**config.mk**
```make
export PLATFORM = sky130hd
export DESIGN_NAME = cbt_ctrl
export DESIGN_NICKNAME = d
export VERILOG_FILES = /design/src/sv/cbt_pkg.sv /design/src/sv/cbt_ctrl.sv
export SDC_FILE = /design/constraint.sdc
export NUM_CORES = 1
export LEC_CHECK = 0
export BUFFER_PORTS_ARGS = -buffer_cell sky130_fd_sc_hd__clkbuf_2
export CAP_MARGIN = 20
export CORE_AREA = 2 2 132 166
export CTS_CLUSTER_DIAMETER = 30
export DETAILED_ROUTE_END_ITERATION = 16
export DIE_AREA = 0 0 134 168
export PLACE_DENSITY = 0.46
export SYNTH_ARGS = -nofsm -noshare
export SYNTH_HDL_FRONTEND = slang
export SYNTH_SLANG_ARGS = --single-unit
```
**constraint.sdc**
```tcl
create_clock -name aclk -period 8.3 [get_ports aclk]
set_input_delay 1.245 -clock aclk [delete_from_list [all_inputs] [get_ports aclk]]
set_output_delay 1.245 -clock aclk [all_outputs]
set_load 0.01 [all_outputs]
```
**src/sv/cbt_pkg.sv**
```systemverilog
// ----------------------------------------------------------------------------
// cbt_pkg
// Shared types and codes for the cumulative boundary table.
// ----------------------------------------------------------------------------
package cbt_pkg;

    typedef enum logic [2:0] {
        MODE_INSERT  = 3'd0,
        MODE_REPLACE = 3'd1,
        MODE_DELETE  = 3'd2,
        MODE_SWAP    = 3'd3,
        MODE_LOOKUP  = 3'd4,
        MODE_BOUNDS  = 3'd5
    } mode_t;

    localparam logic [1:0] STAT_DONE    = 2'd0;
    localparam logic [1:0] STAT_IGNORED = 2'd1;
    localparam logic [1:0] STAT_FULL    = 2'd2;

    typedef enum logic [2:0] {
        POP_NONE  = 3'd0,
        POP_LD_S  = 3'd1,
        POP_LD_E  = 3'd2,
        POP_LD_S2 = 3'd3,
        POP_LD_E2 = 3'd4,
        POP_WRITE = 3'd5,
        POP_CMP   = 3'd6
    } pop_t;

    typedef enum logic [1:0] {
        DSEL_LEN  = 2'd0,
        DSEL_REPL = 2'd1,
        DSEL_DEL  = 2'd2,
        DSEL_SWAP = 2'd3
    } dsel_t;

    typedef enum logic [7:0] {
        S_IDLE   = 8'b0000_0001,
        S_LOAD   = 8'b0000_0010,
        S_SETTLE = 8'b0000_0100,
        S_CALC1  = 8'b0000_1000,
        S_CALC2  = 8'b0001_0000,
        S_WALK   = 8'b0010_0000,
        S_DRAIN  = 8'b0100_0000,
        S_RESP   = 8'b1000_0000
    } state_t;

    typedef struct packed {
        logic  load;
        logic  rd_en;
        logic  rd_zero;
        pop_t  pop;
        logic  calc1;
        logic  calc2;
        dsel_t dsel;
        logic  out_bounds;
        logic  out_lookup;
    } cmd_t;

endpackage

```
**src/sv/cbt_ctrl.sv**
```systemverilog
// ----------------------------------------------------------------------------
// cbt_ctrl
// Operation sequencer: checks each item, issues table reads and the walk.
// ----------------------------------------------------------------------------
module cbt_ctrl #(
    parameter int MAX_SEGMENTS = 256,
    parameter int AW           = $clog2(MAX_SEGMENTS),
    parameter int CNTW         = $clog2(MAX_SEGMENTS + 1)
) (
    input  logic              aclk,
    input  logic              aresetn,
    input  logic              s_valid,
    output logic              s_ready,
    input  logic [2:0]        in_mode,
    input  logic [8:0]        in_index_a,
    input  logic [7:0]        in_index_b,
    output logic              m_valid,
    input  logic              m_ready,
    output logic [1:0]        status,
    output logic [8:0]        entry_count,
    output cbt_pkg::cmd_t     cmd,
    output logic [AW-1:0]     rd_addr,
    output logic [AW-1:0]     wr_addr,
    output logic [CNTW-1:0]   tag,
    output logic [CNTW-1:0]   count
);

    localparam int IW  = (CNTW > 9) ? CNTW : 9;
    localparam int NXW = CNTW + 9;

    cbt_pkg::state_t state_reg, state_next;
    logic [2:0]      mode_reg, mode_next;
    logic [1:0]      status_reg, status_next;
    logic [CNTW-1:0] n_reg, n_next;
    logic [CNTW-1:0] lo_reg, lo_next;
    logic [CNTW-1:0] hi_reg, hi_next;
    logic [CNTW-1:0] k_reg, k_next;
    logic [CNTW-1:0] rem_reg, rem_next;
    logic [1:0]      step_reg, step_next;

    logic [IW-1:0]   n_ext, ia_ext, ib_ext, lo_ext, hi_ext;
    logic [1:0]      acc_status;
    logic [CNTW-1:0] km1, kp1, lom1, him1, cur_lo;
    logic [NXW-1:0]  n_wide;
    logic            accept;

    assign n_ext  = IW'(n_reg);
    assign ia_ext = IW'(in_index_a);
    assign ib_ext = IW'(in_index_b);
    assign lo_ext = (ia_ext < ib_ext) ? ia_ext : ib_ext;
    assign hi_ext = (ia_ext < ib_ext) ? ib_ext : ia_ext;
    assign accept = s_valid && s_ready;

    assign km1  = k_reg - 1'b1;
    assign kp1  = k_reg + 1'b1;
    assign lom1 = lo_reg - 1'b1;
    assign him1 = hi_reg - 1'b1;

    always_comb begin
        unique case (in_mode)
            cbt_pkg::MODE_INSERT: begin
                if (n_reg == CNTW'(MAX_SEGMENTS)) acc_status = cbt_pkg::STAT_FULL;
                else if (ia_ext > n_ext)          acc_status = cbt_pkg::STAT_IGNORED;
                else                              acc_status = cbt_pkg::STAT_DONE;
            end
            cbt_pkg::MODE_REPLACE, cbt_pkg::MODE_DELETE, cbt_pkg::MODE_BOUNDS: begin
                acc_status = (ia_ext >= n_ext) ? cbt_pkg::STAT_IGNORED : cbt_pkg::STAT_DONE;
            end
            cbt_pkg::MODE_SWAP: begin
                acc_status = (ia_ext >= n_ext || ib_ext >= n_ext) ?
                             cbt_pkg::STAT_IGNORED : cbt_pkg::STAT_DONE;
            end
            cbt_pkg::MODE_LOOKUP: acc_status = cbt_pkg::STAT_DONE;
            default:              acc_status = cbt_pkg::STAT_IGNORED;
        endcase
    end

    always_comb begin
        state_next  = state_reg;
        mode_next   = mode_reg;
        status_next = status_reg;
        n_next      = n_reg;
        lo_next     = lo_reg;
        hi_next     = hi_reg;
        k_next      = k_reg;
        rem_next    = rem_reg;
        step_next   = step_reg;
        cmd         = '0;
        rd_addr     = '0;
        wr_addr     = '0;
        tag         = k_reg;
        s_ready     = 1'b0;
        m_valid     = 1'b0;
        cur_lo      = '0;

        unique case (state_reg)
            cbt_pkg::S_IDLE: begin
                s_ready = 1'b1;
                if (accept) begin
                    cmd.load    = 1'b1;
                    mode_next   = in_mode;
                    status_next = acc_status;
                    step_next   = '0;
                    if (in_mode == cbt_pkg::MODE_SWAP) begin
                        cur_lo  = lo_ext[CNTW-1:0];
                        hi_next = hi_ext[CNTW-1:0];
                    end else begin
                        cur_lo  = ia_ext[CNTW-1:0];
                        hi_next = ia_ext[CNTW-1:0];
                    end
                    lo_next = cur_lo;
                    k_next  = cur_lo;
                    unique case (in_mode)
                        cbt_pkg::MODE_INSERT: begin
                            k_next   = n_reg;
                            rem_next = CNTW'(n_ext - ia_ext + 1'b1);
                        end
                        cbt_pkg::MODE_REPLACE: rem_next = CNTW'(n_ext - ia_ext);
                        cbt_pkg::MODE_DELETE:  rem_next = CNTW'(n_ext - ia_ext - 1'b1);
                        cbt_pkg::MODE_SWAP:    rem_next = CNTW'(hi_ext - lo_ext);
                        cbt_pkg::MODE_LOOKUP: begin
                            k_next   = '0;
                            rem_next = n_reg;
                        end
                        default: rem_next = '0;
                    endcase
                    if (acc_status != cbt_pkg::STAT_DONE) begin
                        state_next = cbt_pkg::S_RESP;
                    end else begin
                        unique case (in_mode)
                            cbt_pkg::MODE_INSERT: state_next = cbt_pkg::S_CALC1;
                            cbt_pkg::MODE_LOOKUP:
                                state_next = (n_reg == '0) ? cbt_pkg::S_DRAIN
                                                           : cbt_pkg::S_WALK;
                            cbt_pkg::MODE_SWAP:
                                state_next = (ia_ext == ib_ext) ? cbt_pkg::S_RESP
                                                                : cbt_pkg::S_LOAD;
                            default: state_next = cbt_pkg::S_LOAD;
                        endcase
                    end
                end
            end
            cbt_pkg::S_LOAD: begin
                cmd.rd_en = 1'b1;
                unique case (step_reg)
                    2'd0: begin
                        cmd.pop     = cbt_pkg::POP_LD_S;
                        cmd.rd_zero = (lo_reg == '0);
                        rd_addr     = lom1[AW-1:0];
                    end
                    2'd1: begin
                        cmd.pop = cbt_pkg::POP_LD_E;
                        rd_addr = lo_reg[AW-1:0];
                    end
                    2'd2: begin
                        cmd.pop     = cbt_pkg::POP_LD_S2;
                        cmd.rd_zero = (hi_reg == '0);
                        rd_addr     = him1[AW-1:0];
                    end
                    default: begin
                        cmd.pop = cbt_pkg::POP_LD_E2;
                        rd_addr = hi_reg[AW-1:0];
                    end
                endcase
                step_next = step_reg + 1'b1;
                if ((mode_reg == cbt_pkg::MODE_SWAP && step_reg == 2'd3) ||
                    (mode_reg != cbt_pkg::MODE_SWAP && step_reg == 2'd1)) begin
                    state_next = cbt_pkg::S_SETTLE;
                end
            end
            cbt_pkg::S_SETTLE: begin
                state_next = (mode_reg == cbt_pkg::MODE_BOUNDS) ? cbt_pkg::S_RESP
                                                                : cbt_pkg::S_CALC1;
            end
            cbt_pkg::S_CALC1: begin
                cmd.calc1  = 1'b1;
                state_next = cbt_pkg::S_CALC2;
            end
            cbt_pkg::S_CALC2: begin
                cmd.calc2 = 1'b1;
                unique case (mode_reg)
                    cbt_pkg::MODE_REPLACE: cmd.dsel = cbt_pkg::DSEL_REPL;
                    cbt_pkg::MODE_DELETE:  cmd.dsel = cbt_pkg::DSEL_DEL;
                    cbt_pkg::MODE_SWAP:    cmd.dsel = cbt_pkg::DSEL_SWAP;
                    default:               cmd.dsel = cbt_pkg::DSEL_LEN;
                endcase
                state_next = (rem_reg == '0) ? cbt_pkg::S_DRAIN : cbt_pkg::S_WALK;
            end
            cbt_pkg::S_WALK: begin
                cmd.rd_en = 1'b1;
                wr_addr   = k_reg[AW-1:0];
                unique case (mode_reg)
                    cbt_pkg::MODE_INSERT: begin
                        cmd.pop     = cbt_pkg::POP_WRITE;
                        cmd.rd_zero = (k_reg == '0);
                        rd_addr     = km1[AW-1:0];
                        k_next      = km1;
                    end
                    cbt_pkg::MODE_DELETE: begin
                        cmd.pop = cbt_pkg::POP_WRITE;
                        rd_addr = kp1[AW-1:0];
                        k_next  = kp1;
                    end
                    cbt_pkg::MODE_LOOKUP: begin
                        cmd.pop = cbt_pkg::POP_CMP;
                        rd_addr = k_reg[AW-1:0];
                        k_next  = kp1;
                    end
                    default: begin
                        cmd.pop = cbt_pkg::POP_WRITE;
                        rd_addr = k_reg[AW-1:0];
                        k_next  = kp1;
                    end
                endcase
                rem_next = rem_reg - 1'b1;
                if (rem_reg == CNTW'(1)) begin
                    state_next = cbt_pkg::S_DRAIN;
                end
            end
            cbt_pkg::S_DRAIN: begin
                if (mode_reg == cbt_pkg::MODE_INSERT) begin
                    n_next = n_reg + 1'b1;
                end else if (mode_reg == cbt_pkg::MODE_DELETE) begin
                    n_next = n_reg - 1'b1;
                end
                state_next = cbt_pkg::S_RESP;
            end
            cbt_pkg::S_RESP: begin
                m_valid        = 1'b1;
                cmd.out_bounds = (mode_reg == cbt_pkg::MODE_BOUNDS) &&
                                 (status_reg == cbt_pkg::STAT_DONE);
                cmd.out_lookup = (mode_reg == cbt_pkg::MODE_LOOKUP);
                if (m_ready) begin
                    state_next = cbt_pkg::S_IDLE;
                end
            end
            default: state_next = cbt_pkg::S_IDLE;
        endcase
    end

    always_ff @(posedge aclk) begin
        if (!aresetn) begin
            state_reg <= cbt_pkg::S_IDLE;
            n_reg     <= '0;
        end else begin
            state_reg <= state_next;
            n_reg     <= n_next;
        end
        mode_reg   <= mode_next;
        status_reg <= status_next;
        lo_reg     <= lo_next;
        hi_reg     <= hi_next;
        k_reg      <= k_next;
        rem_reg    <= rem_next;
        step_reg   <= step_next;
    end

    assign n_wide      = NXW'(n_reg);
    assign entry_count = n_wide[8:0];
    assign status      = status_reg;
    assign count       = n_reg;

endmodule

```
==> results.txt <==
* Area used by multi-input combinational logic: slightly above 4000 um^2
- Worst setup path startpoint: in_index_b[6]
- STA classifies the critical path startpoint as an input pin.
* Die area: ~23,000 um^2
- Max Buffers Root-to-Sink: 2
* Critical path endpoint category: flip-flop
- Placer's final routability congestion estimate: about 0.85
* Final critical-path share of the clock period: 59.2%
- Fraction of layout instances using a drive strength above 1: 16.2%
- In this run the remaining antenna-violating nets after routing total 0.
* Setup clock skew after layout: ~0.009 ns
* Peak Freq: 0.203 GHz
* Placeable core area: 21,100 um^2
- Yosys attributes the largest share of cell area to edfxtp_1 21%, ha_1 10%, dfxtp_1 5.5%, nand2_1 4.3%, nor2_1 4.3%.
* Most frequently used flop master after synthesis: edfxtp_1
* Total inserted antenna cells: 0
- Static leakage power: 0.00290 uW
- Worst skew pair latency: roughly 0.33 ns
- DRC viols: 0
- Top cell type by total area after synthesis: edfxtp_1
- For this design, the CTS-stage hold fixing added 0 buffers.
- Along the worst path, the maximum fanout reaches 12.
* Number of synthesized register bits: 60
* Ports placed on the boundary: a little over 80
- In this run, synthesis inferred between 40 and 50 flip-flops with an integrated enable.
- The setup path with the least slack is of type in2reg.
- Synthesized net count: between 800 and 900
* CP Data Arrival Time: 5.10 ns
* Final worst path period need: 4.92 ns
* Die H: 168 um
- The H-tree was split into 3 levels.
- The netlist uses between 70 and 80 different library cells.
- Final setup violation count: 0
* Cell area power density: a little over 200 nW/um^2
- Buffers placed on the I/O ports in this run total 82.
* Share of async-settable or async-resettable flops after synthesis: 0%
- For this run, the register share of the synthesized area comes to a little over a quarter.
* Horizontal extent of the die: roughly 130 um
* Initial antenna violation count: 0
- Number of filler instances in the final layout: between 2,000 and 2,500
* Number of nets at the end of the flow: 899
- The run finished with clean final reports.
- Pin count of the biggest net entering global routing: 33
- Fraction of synthesized cell area taken by the top area cell type: roughly a fifth
* Storage cell area: between 1500 and 2000 um^2
- TritonCTS built the clock tree.
- Total routing resource utilization after global routing: 19.4%
- In the routed layout, each cell is associated on average with a via count of around 5.3.
* Count leader, synth: nand2_1
- Post-place setup slack: around 3.1 ns
- Total clock buffers created by CTS: 9
- Vias in the first global route: approximately 5,700
- Worst-case setup margin in the final layout: 3.38 ns
- Final TNS setup: 0 ns
- Remaining Overflow, GRT: 0
- Critical R2R Launch: mode_reg[1]$_DFFE_PP_
- Global-route wire length before repair: between 30 and 40 mm
- Together, buffers and inverters on the worst path number 2.
- Setup repair after global routing left no endpoint under its margin.
* Critical hold path startpoint: state_reg[0]$_SDFFE_PN1P_
- The cell area that synthesis handed to floorplanning was approximately 6000 um^2.
* Post-detailed-routing wire length: roughly 22 mm
- Worst path slowest cell: a211oi_2
* Transition time at the pin with the least slew margin: 0.999 ns
- Clock-pin slew was measured on the worst setup and hold paths at approximately 0.06 ns.
- In the synthesized netlist, the number of instances is about 770.
- IR analysis of the VDD net gives a maximum drop of roughly 0.11 mV.
* Average wire length per cell after detail routing: 19.8 um
- The cell sitting at the root of the clock tree is a clkbuf_16.
* Ranking of synthesized cells by instance count: 71 x nand2_1, 70 x nor2_1, 53 x inv_1
* Number of endpoints with negative hold slack in the final report: 0
- Max-cap violation count: 0
* Delay of the slowest cell on the worst path: 0.76 ns
- Number of gates given a new drive strength after cts: 0
* Number of setup buffers added after CTS: 0
* Total half-perimeter wirelength after legalization and detailed placement: roughly 17 mm
- Detailed Routing Iterations Pass 1: 5
* Worst path cell trace: clkbuf_2 -> inv_1 -> ha_1 -> nand4b_4 -> a211oi_2 -> nor2_2 -> a2bb2oi_1 -> ha_1 -> o21ai_0 -> a211oi_1 -> o21ai_1 -> a21oi_1 -> o21ai_1 -> or4_1 -> nand3_1
- Clock sink count: 60
- Vias after detailed routing: 5,879
* Kind of cell adding the most delay to the critical path: compound AO/OA/AOI/OAI gates
- Measured against its own limit, the worst slew margin works out to 32.9%.
* Number of max-slew violations in the final report: 0
- Synthesis Warnings: 0
- Num rows: 60
- At the worst endpoint, the required time is about 8.5 ns.
* 1st-iter DRT viols: 355
* Synthesized area per cell: around 8.1 um^2
- Starting density of the core: between 20% and 30%
- From synthesis to final layout, the design area changed by 14.8%.
* Type of the worst min-delay path: reg2reg
cells by family (layout without fill, tap and decap cells):
kind of cell    count (synthesis)  in the layout  share of synthesized area, %
fa+ha+maj                      53             53                          11.1
flops                          60             60                          26.4
simple gates                  288            288                          24.1
compound gates                201            201                          21.6
mux                            18             18                          3.02
xor+xnor                       48             48                          6.80
buf+inv                        99            159                          6.89
layout by cell type (no fill, tap or decap), drive strengths merged, types with 7 or more instances in the layout:
cell     synthesis  layout
xor2            23      23
and2            12      12
ha              50      50
nand2b           7       7
edfxtp          43      43
clkbuf          31      94
xnor2           25      25
a31oi            9       9
a221oi          12      12
nand4            8       8
a2bb2oi          7       7
nor2b           15      15
nor3            28      28
nor3b            7       7
nor4            15      15
inv             53      55
o21ai           56      56
buf             14       7
dfxtp           17      17
nor2            71      71
nand3           20      20
mux2i           16      16
a21oi           45      45
nand2           71      71
o22ai           15      15
final timing paths:
check	end	slack (ns)	depth (start not counted)
setup / recovery	rem_reg[8]$_DFFE_PP_	3.38	15
hold / removal	state_reg[0]$_SDFFE_PN1P_	0.56	2
setup reg to reg	count[8]$_SDFFE_PN0P_	4.20	11
hold reg to reg	state_reg[0]$_SDFFE_PN1P_	0.56	2
per-layer routing:
layer  vias to the layer above  routed length [um]  GRT usage [%]
met5                         -                   0              0
met4                         0                 738           7.86
met3                        36                 704           1.48
met2                       143               11400           36.0
met1                      2779                9090           22.9
li1                       2921                   -              -
power by group:
group	switching [uW]	internal, uW
registers	93.8	414
clock network	137	247
logic	358	217
total	589	879
metrics by stage:
stage	cells	util [%]	total power [uW]	area (um^2)	hold WS (ns)
final	1106	33.6	1470	7090	0.562
after floorplan	767	-	897	6180	0.516
after CTS	1106	33.6	1480	7090	0.565
after global placement	1090	32.1	1090	6780	0.540
after detailed placement	1090	32.1	1090	6780	0.557
after global routing	1106	33.6	1560	7090	0.587
area by class of cell:
cell class / instances / share of cell area, %
timing repair buffer: 89 / 6.53
multi-input combinational: 608 / 58.3
clock buffer: 12 / 4.08
inverter: 54 / 2.86
tap: 279 / 4.92
sequential: 60 / 23.0
clock inverter: 4 / 0.353
worst register-to-register path: cells and delay by family (launching register included):
kind / cells / cell delay, ns
compound gates: 5 / 1.07
xor+xnor: 1 / 0.13
fa+ha+maj: 1 / 0.61
buf+inv: 1 / 0.64
flops: 1 / 0.63
simple gates: 3 / 0.97
(Power assumes the default switching activity.)
